[config.mk]
export PLATFORM = sky130hd
export DESIGN_NAME = grid_line_of_sight_corner_check_core
export DESIGN_NICKNAME = d
export VERILOG_FILES = /design/src/sv/glsc_pkg.sv /design/src/sv/glsc_ram.sv /design/src/sv/glsc_front.sv /design/src/sv/glsc_back.sv /design/src/sv/grid_line_of_sight_corner_check_core.sv
export SDC_FILE = /design/constraint.sdc
export NUM_CORES = 2
export LEC_CHECK = 0
export ABC_CLOCK_PERIOD_IN_PS = 7500
export BUFFER_PORTS_ARGS = -buffer_cell sky130_fd_sc_hd__buf_2
export CAP_MARGIN = 20
export CORE_MARGIN = 2
export CORE_UTILIZATION = 57
export DETAILED_ROUTE_END_ITERATION = 16
export PLACE_DENSITY_LB_ADDON = 0.15
export SLEW_MARGIN = 20
export SYNTH_ARGS = -nofsm -noshare
export SYNTH_HDL_FRONTEND = slang
export SYNTH_HIERARCHICAL = 1
export SYNTH_MEMORY_MAX_BITS = 65536
export SYNTH_SLANG_ARGS = --single-unit
[constraint.sdc]
create_clock -name clk -period 7.5 [get_ports clk]
set_input_delay 0.75 -clock clk [delete_from_list [all_inputs] [get_ports clk]]
set_output_delay 0.75 -clock clk [all_outputs]
set_load 0.01 [all_outputs]
[src/sv/glsc_pkg.sv]
package glsc_pkg;

  // Coordinate width of every cell field, and width of the area registers.
  localparam int CW = 6;
  localparam int GW = 7;
  // Width of the Bresenham error term; it stays within twice the largest delta.
  localparam int EW = 9;
  // Configuration bus address width: two registers at byte addresses 0 and 4.
  localparam int PADDR_W = 3;
  localparam int PDATA_W = 32;

  localparam logic [GW-1:0] GRID_DIM_RST = 7'd64;

  localparam logic REQ_WRITE = 1'b0;
  localparam logic REQ_QUERY = 1'b1;

  typedef enum logic {
    REG_GRID_WIDTH  = 1'b0,
    REG_GRID_HEIGHT = 1'b1
  } reg_idx_t;

  typedef struct packed {
    logic          req_type;
    logic [CW-1:0] cell_x;
    logic [CW-1:0] cell_y;
    logic          cell_blocked;
    logic [CW-1:0] from_x;
    logic [CW-1:0] from_y;
    logic [CW-1:0] to_x;
    logic [CW-1:0] to_y;
  } in_item_t;

  typedef struct packed {
    logic reply_kind;
    logic visible;
  } out_item_t;

  // Classified command handed from the front end to the engine.
  typedef struct packed {
    logic          kind;
    logic [CW-1:0] cell_x;
    logic [CW-1:0] cell_y;
    logic          cell_blocked;
    logic [CW-1:0] x0;
    logic [CW-1:0] y0;
    logic [CW-1:0] x1;
    logic [CW-1:0] y1;
    logic [CW-1:0] dx;
    logic [CW-1:0] dy;
    logic          sx_neg;
    logic          sy_neg;
  } cmd_t;

  typedef struct packed {
    logic [GW-1:0] grid_width;
    logic [GW-1:0] grid_height;
  } cfg_t;

  typedef struct packed {
    logic clearing;
    logic cmd_take;
  } back_stat_t;

  typedef enum logic [2:0] {
    B_CLEAR,
    B_IDLE,
    B_WR_RD,
    B_WR_WB,
    B_Q_START,
    B_Q_WALK,
    B_RESULT
  } back_state_t;

endpackage

[src/sv/glsc_ram.sv]
module glsc_ram #(
  parameter int WIDTH = 1,
  parameter int DEPTH = 2
) (
  input  logic                     clk,
  input  logic                     we,
  input  logic [$clog2(DEPTH)-1:0] waddr,
  input  logic [WIDTH-1:0]         wdata,
  input  logic [$clog2(DEPTH)-1:0] raddr,
  output logic [WIDTH-1:0]         rdata
);

  logic [WIDTH-1:0] mem_r [DEPTH];
  logic [WIDTH-1:0] rdata_r;

  always_ff @(posedge clk) begin
    if (we) begin
      mem_r[waddr] <= wdata;
    end
    rdata_r <= mem_r[raddr];
  end

  assign rdata = rdata_r;

endmodule

[src/sv/glsc_front.sv]
module glsc_front (
  input  logic                  clk,
  input  logic                  rst_n,
  input  logic                  push,
  output logic                  full,
  input  glsc_pkg::in_item_t    in_item,
  input  glsc_pkg::back_stat_t  stat,
  output logic                  cmd_valid,
  output glsc_pkg::cmd_t        cmd
);

  logic [1:0]     cnt_r, cnt_nxt;
  logic           wr_ptr_r, rd_ptr_r;
  glsc_pkg::cmd_t q_r [2];
  glsc_pkg::cmd_t cls;
  logic           accept;

  // Items are not taken while the engine sweeps the map clear.
  assign full      = (cnt_r == 2'd2) | stat.clearing;
  assign accept    = push & ~full;
  assign cmd_valid = (cnt_r != 2'd0);
  assign cmd       = q_r[rd_ptr_r];

  // Precompute the line deltas and step directions so the engine starts at once.
  always_comb begin
    cls.kind         = in_item.req_type;
    cls.cell_x       = in_item.cell_x;
    cls.cell_y       = in_item.cell_y;
    cls.cell_blocked = in_item.cell_blocked;
    cls.x0           = in_item.from_x;
    cls.y0           = in_item.from_y;
    cls.x1           = in_item.to_x;
    cls.y1           = in_item.to_y;
    cls.dx = (in_item.to_x > in_item.from_x) ? in_item.to_x - in_item.from_x
                                             : in_item.from_x - in_item.to_x;
    cls.dy = (in_item.to_y > in_item.from_y) ? in_item.to_y - in_item.from_y
                                             : in_item.from_y - in_item.to_y;
    cls.sx_neg = ~(in_item.from_x < in_item.to_x);
    cls.sy_neg = ~(in_item.from_y < in_item.to_y);
  end

  assign cnt_nxt = 2'(cnt_r + {1'b0, accept} - {1'b0, stat.cmd_take});

  always_ff @(posedge clk) begin
    if (!rst_n) begin
      cnt_r    <= 2'd0;
      wr_ptr_r <= 1'b0;
      rd_ptr_r <= 1'b0;
    end else begin
      cnt_r <= cnt_nxt;
      if (accept) begin
        wr_ptr_r <= ~wr_ptr_r;
      end
      if (stat.cmd_take) begin
        rd_ptr_r <= ~rd_ptr_r;
      end
    end
  end

  always_ff @(posedge clk) begin
    if (accept) begin
      q_r[wr_ptr_r] <= cls;
    end
  end

endmodule

[src/sv/glsc_back.sv]
module glsc_back #(
  parameter int GRID_SIDE = 64
) (
  input  logic                  clk,
  input  logic                  rst_n,
  input  glsc_pkg::cfg_t        cfg,
  input  logic                  cmd_valid,
  input  glsc_pkg::cmd_t        cmd,
  output glsc_pkg::back_stat_t  stat,
  input  logic                  pop,
  output logic                  empty,
  output glsc_pkg::out_item_t   out_item
);

  localparam int AW = $clog2(GRID_SIDE);
  localparam int CW = glsc_pkg::CW;
  localparam int EW = glsc_pkg::EW;
  localparam logic [AW-1:0] LAST_ROW = AW'(GRID_SIDE - 1);

  function automatic logic in_side(input logic [CW-1:0] x, input logic [CW-1:0] y);
    in_side = (32'(x) < GRID_SIDE) && (32'(y) < GRID_SIDE);
  endfunction

  function automatic logic out_of_area(input logic [CW-1:0] x, input logic [CW-1:0] y,
                                       input glsc_pkg::cfg_t c);
    out_of_area = (glsc_pkg::GW'(x) >= c.grid_width) || (glsc_pkg::GW'(y) >= c.grid_height)
                  || !in_side(x, y);
  endfunction

  glsc_pkg::back_state_t state_r, state_nxt;
  logic [AW-1:0]         clr_cnt_r;
  glsc_pkg::cmd_t        cur_r;
  logic [CW-1:0]         wx_r, wy_r;
  logic signed [EW-1:0]  err_r;

  logic                  chk_v_r, chk_last_r, chk_diag_r;
  logic [CW-1:0]         chk_x_r, chk_px_r;
  logic                  chk_cell_out_r, chk_s1_out_r, chk_s2_out_r;
  logic [GRID_SIDE-1:0]  prev_row_r, rd_row, row_mod;

  logic                  vis_r, res_v_r;
  glsc_pkg::out_item_t   res_r;

  logic                  ram_we;
  logic [AW-1:0]         ram_waddr, ram_raddr;
  logic [GRID_SIDE-1:0]  ram_wdata;

  logic                  take, issue_start, issue_step, load_res;
  logic                  at_end, fail, resolve, slot_free, clr_done;
  logic                  b_cell, b_s1, b_s2;

  logic signed [EW:0]    e2, dx_s, dy_s, err_ext, dsub, dadd, err_sum;
  logic signed [EW-1:0]  err_step, err_init;
  logic                  step_x, step_y;
  logic [CW-1:0]         nx, ny;

  // The map holds one row of cells per word.
  glsc_ram #(
    .WIDTH(GRID_SIDE),
    .DEPTH(GRID_SIDE)
  ) u_map (
    .clk  (clk),
    .we   (ram_we),
    .waddr(ram_waddr),
    .wdata(ram_wdata),
    .raddr(ram_raddr),
    .rdata(rd_row)
  );

  // One Bresenham step from the walker position.
  always_comb begin
    e2       = $signed({err_r, 1'b0});
    dx_s     = $signed((EW+1)'(cur_r.dx));
    dy_s     = $signed((EW+1)'(cur_r.dy));
    step_x   = e2 > -dy_s;
    step_y   = e2 < dx_s;
    err_ext  = (EW+1)'(err_r);
    dsub     = step_x ? dy_s : '0;
    dadd     = step_y ? dx_s : '0;
    err_sum  = err_ext - dsub + dadd;
    err_step = EW'(err_sum);
    nx = step_x ? (cur_r.sx_neg ? wx_r - 1'b1 : wx_r + 1'b1) : wx_r;
    ny = step_y ? (cur_r.sy_neg ? wy_r - 1'b1 : wy_r + 1'b1) : wy_r;
    err_init = $signed(EW'(cmd.dx)) - $signed(EW'(cmd.dy));
  end

  assign at_end = (wx_r == cur_r.x1) && (wy_r == cur_r.y1);

  // The check stage sees the row of the new cell and keeps the row it left.
  assign b_cell  = chk_cell_out_r | rd_row[AW'(chk_x_r)];
  assign b_s1    = chk_s1_out_r | rd_row[AW'(chk_px_r)];
  assign b_s2    = chk_s2_out_r | prev_row_r[AW'(chk_x_r)];
  assign fail    = b_cell | (chk_diag_r & b_s1 & b_s2);
  assign resolve = (state_r == glsc_pkg::B_Q_WALK) && chk_v_r && (fail || chk_last_r);

  assign slot_free = ~res_v_r | pop;
  assign clr_done  = (clr_cnt_r == LAST_ROW);

  always_comb begin
    row_mod = rd_row;
    row_mod[AW'(cur_r.cell_x)] = cur_r.cell_blocked;
  end

  always_comb begin
    state_nxt = state_r;
    unique case (state_r)
      glsc_pkg::B_CLEAR: begin
        if (clr_done) state_nxt = glsc_pkg::B_IDLE;
      end
      glsc_pkg::B_IDLE: begin
        if (cmd_valid) begin
          state_nxt = (cmd.kind == glsc_pkg::REQ_QUERY) ? glsc_pkg::B_Q_START
                                                       : glsc_pkg::B_WR_RD;
        end
      end
      glsc_pkg::B_WR_RD:   state_nxt = glsc_pkg::B_WR_WB;
      glsc_pkg::B_WR_WB:   state_nxt = glsc_pkg::B_RESULT;
      glsc_pkg::B_Q_START: state_nxt = glsc_pkg::B_Q_WALK;
      glsc_pkg::B_Q_WALK: begin
        if (resolve) state_nxt = glsc_pkg::B_RESULT;
      end
      glsc_pkg::B_RESULT: begin
        if (slot_free) state_nxt = glsc_pkg::B_IDLE;
      end
      default: state_nxt = glsc_pkg::B_IDLE;
    endcase
  end

  always_comb begin
    ram_we      = 1'b0;
    ram_waddr   = AW'(cur_r.cell_y);
    ram_wdata   = row_mod;
    ram_raddr   = AW'(cur_r.cell_y);
    take        = 1'b0;
    issue_start = 1'b0;
    issue_step  = 1'b0;
    load_res    = 1'b0;
    unique case (state_r)
      glsc_pkg::B_CLEAR: begin
        ram_we    = 1'b1;
        ram_waddr = clr_cnt_r;
        ram_wdata = '0;
      end
      glsc_pkg::B_IDLE:    take = cmd_valid;
      glsc_pkg::B_WR_RD:   ram_raddr = AW'(cur_r.cell_y);
      glsc_pkg::B_WR_WB:   ram_we = in_side(cur_r.cell_x, cur_r.cell_y);
      glsc_pkg::B_Q_START: begin
        issue_start = 1'b1;
        ram_raddr   = AW'(cur_r.y0);
      end
      glsc_pkg::B_Q_WALK: begin
        issue_step = ~at_end;
        ram_raddr  = AW'(ny);
      end
      glsc_pkg::B_RESULT:  load_res = slot_free;
      default: ;
    endcase
  end

  assign stat.clearing = (state_r == glsc_pkg::B_CLEAR);
  assign stat.cmd_take = take;
  assign empty         = ~res_v_r;
  assign out_item      = res_r;

  always_ff @(posedge clk) begin
    if (!rst_n) begin
      state_r   <= glsc_pkg::B_CLEAR;
      clr_cnt_r <= '0;
      chk_v_r   <= 1'b0;
      res_v_r   <= 1'b0;
    end else begin
      state_r <= state_nxt;
      if (state_r == glsc_pkg::B_CLEAR) begin
        clr_cnt_r <= clr_cnt_r + 1'b1;
      end
      chk_v_r <= issue_start | issue_step;
      res_v_r <= (res_v_r & ~pop) | load_res;
    end
  end

  always_ff @(posedge clk) begin
    if (take) begin
      cur_r <= cmd;
      wx_r  <= cmd.x0;
      wy_r  <= cmd.y0;
      err_r <= err_init;
    end
    if (issue_step) begin
      wx_r  <= nx;
      wy_r  <= ny;
      err_r <= err_step;
    end
    if (issue_start) begin
      chk_x_r        <= cur_r.x0;
      chk_px_r       <= cur_r.x0;
      chk_diag_r     <= 1'b0;
      chk_last_r     <= at_end;
      chk_cell_out_r <= out_of_area(cur_r.x0, cur_r.y0, cfg);
      chk_s1_out_r   <= 1'b0;
      chk_s2_out_r   <= 1'b0;
    end
    if (issue_step) begin
      chk_x_r        <= nx;
      chk_px_r       <= wx_r;
      chk_diag_r     <= step_x & step_y;
      chk_last_r     <= (nx == cur_r.x1) && (ny == cur_r.y1);
      chk_cell_out_r <= out_of_area(nx, ny, cfg);
      chk_s1_out_r   <= out_of_area(wx_r, ny, cfg);
      chk_s2_out_r   <= out_of_area(nx, wy_r, cfg);
    end
    if (chk_v_r) begin
      prev_row_r <= rd_row;
    end
    if (resolve) begin
      vis_r <= ~fail;
    end
    if (state_r == glsc_pkg::B_WR_WB) begin
      vis_r <= 1'b0;
    end
    if (load_res) begin
      res_r.reply_kind <= cur_r.kind;
      res_r.visible    <= vis_r;
    end
  end

endmodule

[src/sv/grid_line_of_sight_corner_check_core.sv]
// Grid line-of-sight checker with a corner-cut test.
// Input words enter through push/full: a word is taken when push is high and
// full is low. A write word stores one cell's blocked bit; a query word asks
// whether the Bresenham line between two cells is clear. Every word yields one
// result word on the out_item port, shown while empty is low and taken with pop.
// A front end classifies each word into a two-deep command queue; the engine
// behind it keeps the map as one row of cells per memory word.
// A write reads its cell's map row and writes it back with the new bit. The
// walker of a query reads one map row per step, and the row it leaves is
// kept so that both side cells of a diagonal step are checked in the same
// cycle. A blocked cell ends the walk early.
// When pop stays low the finished result waits in the output register; the
// engine then holds at its result step while the command queue keeps taking
// words until it is full.
// After reset the engine clears the map, one row a cycle, through all GRID_SIDE
// rows, and full stays high meanwhile. The area registers grid_width and
// grid_height, at byte addresses 0 and 4, reset to 64.
module grid_line_of_sight_corner_check_core #(
  parameter int GRID_SIDE = 64
) (
  input  logic                              clk,
  input  logic                              rst_n,
  input  logic                              push,
  output logic                              full,
  input  glsc_pkg::in_item_t                in_item,
  output logic                              empty,
  input  logic                              pop,
  output glsc_pkg::out_item_t               out_item,
  input  logic                              psel,
  input  logic                              penable,
  input  logic                              pwrite,
  input  logic [glsc_pkg::PADDR_W-1:0]      paddr,
  input  logic [glsc_pkg::PDATA_W-1:0]      pwdata,
  output logic [glsc_pkg::PDATA_W-1:0]      prdata,
  output logic                              pready
);

  logic [glsc_pkg::GW-1:0] grid_width_r, grid_height_r;
  glsc_pkg::cfg_t          cfg;
  glsc_pkg::reg_idx_t      reg_sel;
  glsc_pkg::back_stat_t    stat;
  glsc_pkg::cmd_t          cmd;
  logic                    cmd_valid;
  logic                    cfg_wr;

  // Registers sit on word boundaries, so bit 2 of the address picks one.
  assign reg_sel = glsc_pkg::reg_idx_t'(paddr[2]);
  assign cfg_wr  = psel & penable & pwrite;
  assign pready  = 1'b1;

  always_ff @(posedge clk) begin
    if (!rst_n) begin
      grid_width_r  <= glsc_pkg::GRID_DIM_RST;
      grid_height_r <= glsc_pkg::GRID_DIM_RST;
    end else if (cfg_wr) begin
      unique case (reg_sel)
        glsc_pkg::REG_GRID_WIDTH:  grid_width_r  <= pwdata[glsc_pkg::GW-1:0];
        glsc_pkg::REG_GRID_HEIGHT: grid_height_r <= pwdata[glsc_pkg::GW-1:0];
        default: ;
      endcase
    end
  end

  always_comb begin
    prdata = '0;
    unique case (reg_sel)
      glsc_pkg::REG_GRID_WIDTH:  prdata = glsc_pkg::PDATA_W'(grid_width_r);
      glsc_pkg::REG_GRID_HEIGHT: prdata = glsc_pkg::PDATA_W'(grid_height_r);
      default: ;
    endcase
  end

  assign cfg.grid_width  = grid_width_r;
  assign cfg.grid_height = grid_height_r;

  glsc_front u_front (
    .clk      (clk),
    .rst_n    (rst_n),
    .push     (push),
    .full     (full),
    .in_item  (in_item),
    .stat     (stat),
    .cmd_valid(cmd_valid),
    .cmd      (cmd)
  );

  glsc_back #(
    .GRID_SIDE(GRID_SIDE)
  ) u_back (
    .clk      (clk),
    .rst_n    (rst_n),
    .cfg      (cfg),
    .cmd_valid(cmd_valid),
    .cmd      (cmd),
    .stat     (stat),
    .pop      (pop),
    .empty    (empty),
    .out_item (out_item)
  );

endmodule
Word-level counts from Yosys, hierarchy flattened
Memory sizes are Yosys's and may differ from the RTL's. A register that Yosys moved wholly into a read port is not among the register bits.
Index checks and enable logic that the tools add are counted.
{ "op_classes": {"n_mux": 55, "add_sub_neg": 15, "bitwise": 25, "magnitude_cmp": 16, "n_eq_ne": 16, "reduce_logical": 18} }
{ "ops": {"columns": ["op", "count"], "rows": [
  ["6-bit 2-to-1 mux", 16],
  ["64-bit bitwise mux", 1],
  ["64-bit 2-to-1 mux", 1],
  ["32-bit one-hot mux with 2 select lines", 1],
  ["6-bit by 7-bit greater-or-equal comparator with 1-bit output", 6],
  ["6-bit == test", 4],
  ["6-bit subtractor", 4],
  ["1-bit 2-to-1 mux", 23],
  ["6-bit by 7-bit < comparator with 1-bit output (second input constant)", 3],
  ["3-bit one-hot mux with 7 select lines", 1],
  ["6-bit by 1-bit adder with 6-bit output (second input constant)", 3],
  ["1-bit binary-select mux with 6-bit select", 3],
  ["9-bit 2-to-1 mux", 2],
  ["3-bit 2-to-1 mux", 5],
  ["6-bit greater-than comparator", 2],
  ["6-bit < comparator", 2],
  ["6-bit one-hot mux with 2 select lines", 1],
  ["6-bit by 1-bit subtractor with 6-bit output (second input constant)", 2],
  ["10-bit greater-than comparator", 1],
  ["10-bit by 7-bit < comparator with 1-bit output", 1],
  ["6-bit negator with 10-bit output", 1],
  ["1-bit inverter", 10],
  ["9-bit adder", 1],
  ["3-bit == test (second input constant)", 3],
  ["other kinds (20)", 48]
]} }
{ "totals": {"input_bits": 80, "register_bits": 186, "ram_bits": 4200, "n_memories": 2, "output_inout_bits": 37} }
{ "mem_list": {"columns": ["memory", "words", "word_bits", "rd", "rd_clocked_by_memory_dff", "write_ports", "line_no", "source"], "rows": [
  ["u_back.u_map.mem_r", 64, 64, 1, 1, 1, "glsc_ram.sv:13", "logic [WIDTH-1:0] mem_r [DEPTH];"],
  ["u_front.q_r", 2, 52, 1, 1, 1, "glsc_front.sv:14", "glsc_pkg::cmd_t q_r [2];"]
]} }

Longest topological paths before layout
{ "depth": {"ltp_word": 10, "mapped_depth": 23, "ltp_nobuf": 22} }

Modules after synthesis
The synthesis kept the hierarchy.
{ "modules_own_cells": {"columns": ["mod", "instances", "cells_each", "seq_area_each_um2", "area_per_inst_um2"], "rows": [
  ["glsc_ram", 1, 6598, 124279.2, 156348.7],
  ["glsc_back", 1, 1094, 4924.7, 11568.6],
  ["glsc_front", 1, 304, 3223.1, 4951.0],
  ["grid_line_of_sight_corner_check_core", 1, 90, 280.3, 854.6]
]} }

Worst setup path before layout
OpenSTA, ideal clock, no wires.
{ "synth_timing": {"kind": "reg-to-reg", "start": "register u_back.state_r[0]", "end": "memory u_back/u_map/mem_r[48][0] (netlist name) (enable)", "synth_period_minus_slack_ns": 7.009, "arrival_time_ns": 6.445, "path_stages_with_launch": 9, "slack_ns": 0.491, "setup_time_ns": 0.564, "cell_sequence": "dfxtp_1 clkbuf_1 nor3_1 clkbuf_1 mux2_2 clkbuf_1 nor2b_1 nand4b_1 nor3_1"} }
{ "synth_rtl": {"columns": ["element", "line_no", "source"], "rows": [
  ["start, declared", "glsc_back.sv:30", "glsc_pkg::back_state_t state_r, state_nxt;"],
  ["start signal, assigned", "glsc_back.sv:167", "state_r <= glsc_pkg::B_CLEAR;"],
  ["start signal, assigned", "glsc_back.sv:172", "state_r <= state_nxt;"],
  ["3-bit logical NOT", "glsc_back.sv:138", "unique case (state_r)"],
  ["6-bit 2-to-1 mux", "glsc_back.sv:138", null],
  ["net u_back.ram_waddr[3]", "glsc_back.sv:45", "logic [AW-1:0] ram_waddr, ram_raddr;"],
  ["end, declared", "glsc_ram.sv:13", null]
]} }
The timed path passes the listed nets, and every way through them passes these cells.

Final worst setup path
{ "layout_timing": {"start": "register u_back.err_r[1]", "end": "register u_back.u_map.rdata_r[41], in the netlist u_back/u_map/rdata[41], read port of u_back.u_map.mem_r"} }
{ "layout_via": {"elab_chain_len": 3} }
{ "layout_rtl": {"columns": ["element", "line_no", "source"], "rows": [
  ["start, declared", "glsc_back.sv:34", "logic signed [EW-1:0] err_r;"],
  ["start signal, assigned", "glsc_back.sv:186", "err_r <= err_init;"],
  ["start signal, assigned", "glsc_back.sv:191", "err_r <= err_step;"],
  ["10-bit by 7-bit < comparator with 1-bit output", "glsc_back.sv:76", "step_y = e2 < dx_s;"],
  ["6-bit 2-to-1 mux", "glsc_back.sv:83", "ny = step_y ? (cur_r.sy_neg ? wy_r - 1'b1 : wy_r + 1'b1) : wy_r;"],
  ["6-bit one-hot mux with 2 select lines", "glsc_back.sv:138", null],
  ["net u_back.ram_raddr[3]", "glsc_back.sv:45", null],
  ["end, declared", "glsc_ram.sv:14", "logic [WIDTH-1:0] rdata_r;"]
]} }
The timed path passes the listed nets, and every way through them passes these cells.
A chain may end at the register's enable or synchronous reset.

==> metrics.csv <==
metric;value;unit
CTS tree;built;
Fill cells;19600;
FP Rows;202;
Net Switching;9640;uW
Startpoint Class;register;
post-route setup slack;1.86;ns
main combinational cell family by area after synthesis;multiplexers;
I/O pin count;117;
Post-Syn Instances;8086;
Peak supply drop;227;uV
gr usage total;30.3;%
post-route DRC violation count;0;
fin. max-slew vios;0;
clock power share;44.5;%
Compound-Gate Fraction of Synth Area;3.30;%
insertion delay to the later sink of the worst-skew pair;0.98;ns
Post-Synth Simple-Gate Area;2.16;%
status;completed;
fin crit share;75.2;%
core box area;303000;um^2
Netlist cell types;70;
Avg WL per Cell;36.3;um
Synth area leaders;edfxtp_1 (75%), mux4_2 (14%), dfxtp_1 (1.1%);
combinational share of power;0.8;%
mapped cell area;174000;um^2
Crit path arrival time;6.45;ns
switching share of total power;19.5;%
share of Yosys cell area claimed by the top area cell type;75.3;%
part of the Yosys area used for sequential elements;76.4;%
area grow syn2layout;13.1;%
Resize count post-CTS;0;
dominant cell type by area after synthesis;edfxtp_1;
Clock Root Buffer;clkbuf_16;
nets@finish;8705;
commonest cells in the netlist;edfxtp_1 (4,356), mux4_2 (1,069), buf_2 (185);
final setup violation count;0;
pre-CTS setup slack;1.88;ns
Least-Margin Pin Slew;1.20;ns
die area;309000;um^2
Adder-Cell Fraction of Synth Area;0.877;%
largest net degree at the start of global routing;101;
worst setup path class;register to register;
Ys Warns;6;
Pre-antenna DRT Iters;6;
vias;88400;
setup TNS;0;ns
CTS sink cnt;4451;
vias in the first global route;86800;
Async S/R FF share, synth;0;%
number of H-tree levels;5;
port bufs;63;
internal power;39800;uW
GP Congestion;0.895;
maximum clock rate;177;MHz
CTS max path bufs;4;
vias per cell;6.87;
DRT antenna net count;0;
Fin. Hold Viols;0;
initial core utilization;57.3;%
first-pass GRT wire length;655000;um
mux share of post-synthesis cell area;15.4;%
leakage power;0.0659;uW
Synth Area in XOR/XNOR;0.328;%
wirelength, routed;467000;um
drt initial violations;13200;
DIE WIDTH;556;um
clk slew on worst S/H paths;0.06;ns
Final min period;5.64;ns
initial antenna violation count;26;
HPWL after DPL;259000;um
clk_skew;0.0774;ns
grt total ovfl;0;
Req. time, crit path;8.31;ns
top_reg_cell synth;edfxtp_1;
count leader, synth;edfxtp_1;
FF+latch count, synth;4451;
P per Cell Area;251;nW/um^2
share of post-route cells with drive strength above 1;26.8;%
average size of a mapped cell;21.5;um^2
max-cap violations;0;
Die Y-Extent;556;um
total CTS buffers;441;
RSZ-0062 raised after global routing;false;
worst-path fanout max;19;
Hold WC Path Type;input port to register;
Post-synth EDFFs;4356;
headroom to the max-slew limit;19.9;%
Seq pwr share;54.8;%
Worst setup EP type;register;
[layout by cell type, fill, tap and decap left out, types with 101 or more instances in the layout]
cell / count
a22oi_1: 172
buf_4: 266
clkbuf_1: 108
clkbuf_16: 444
edfxtp_1: 4356
ha_1: 101
inv_1: 108
mux2i_1: 184
mux4_2: 1069
nand2_1: 142
nand3_1: 123
o21ai_0: 104
[worst paths after layout]
check | slack, ns | start | endpoint | cells after the start
min reg2reg | 0.43 | u_back/cur_r[51]$_DFFE_PP_ | u_back/out_item[1]$_DFFE_PP_ | 0
max reg2reg | 1.86 | u_back/err_r[1]$_DFFE_PP_ | u_back/u_map/rdata[41]$_DFF_P_ | 17
max | 1.86 | u_back/err_r[1]$_DFFE_PP_ | u_back/u_map/rdata[41]$_DFF_P_ | 17
min | 0.05 | in_item[10] | u_front/q_r[0][24]$_DFFE_PP_ | 1
[registers in the layout (all words and copies together) (netlist names), 2 cells and up, named ones only]
signal,cells
u_back/err_r,9
u_back/chk_x_r,6
u_back/clr_cnt_r,6
grid_height_r,7
grid_width_r,7
u_back/out_item,2
u_back/u_map/rdata,64
u_back/chk_px_r,6
u_back/state_r,3
u_front/q_r,104
u_back/cur_r,52
u_back/prev_row_r,64
u_back/wy_r,6
u_back/wx_r,6
u_front/cnt_r,2
u_back/u_map/mem_r,4096
[what timing repair did]
| item | in CTS | in global routing |
|---|---|---|
| hold endpoints to repair | 51 | 0 |
| setup buffers | 0 | 0 |
| endpoints found under the setup margin | 0 | 0 |
| hold buffers | 26 | 0 |
[power groups by stage]
stage	sequential, uW	combinational, uW	clock [uW]
finish	27100	373	22000
global route	27100	391	23200
CTS	27100	369	22200
detailed placement	27600	357	0
global placement	27600	350	0
floorplan	27600	200	0
[critical path: stages (launching register included)]
cell,delay (ns)
edfxtp_1,0.44
ha_1,0.30
o21ai_0,0.16
a21oi_1,0.07
nor4_1,0.20
nor2_1,0.14
xnor2_1,0.15
buf_4,0.23
mux2i_1,0.47
a211oi_1,0.15
a21o_1,0.49
buf_4,0.39
nor2b_1,0.25
nand2_2,0.60
buf_4,0.51
or2_2,0.33
a41oi_1,0.42
a211oi_1,0.09
[area by class of cell]
type	count	area, um^2	area share, %
tap	3978	4980	2.53
multi-input combinational	3077	39700	20.2
clock inverter	240	2620	1.33
sequential	4451	133000	67.5
timing repair buffer	431	4130	2.10
inverter	109	409	0.208
clock buffer	578	11900	6.04
antenna	10	25.0	0.0127
[metal layers]
| metal | vias to the layer above | global-route usage (%) | wire (um) |
|---|---|---|---|
| met5 | - | 0 | 49 |
| met3 | 814 | 6.56 | 54800 |
| met2 | 5303 | 46.9 | 220000 |
| met1 | 47500 | 43.9 | 177000 |
| li1 | 34800 | - | - |
| met4 | 8 | 9.15 | 14900 |
[metrics by stage]
step                      std cells  util [%]  total power, uW  instance area [um^2]  hold WS, ns
final                         12900      64.8            49400                196000       0.0543
after global routing          12900      64.8            50600                196000       0.0221
after CTS                     12900      64.8            49600                196000      0.00303
after detailed placement      12000      59.9            27900                182000        0.423
after global placement        12000      59.9            27900                182000        0.401
after floorplan                8110         -            27800                174000        0.400
[logic make-up (layout without fill, tap and decap cells)]
kind of cell             after synthesis  in the layout
AO/OA/AOI/OAI                        812            812
XOR/XNOR                              65             65
adder cells (fa/ha/maj)              114            114
buffers and inverters                582           1358
flip-flops                          4451           4451
multiplexers                        1324           1324
other                                  2             36
AND/OR/NAND/NOR                      736            736
Note: power is estimated with default switching activity, not from simulation.
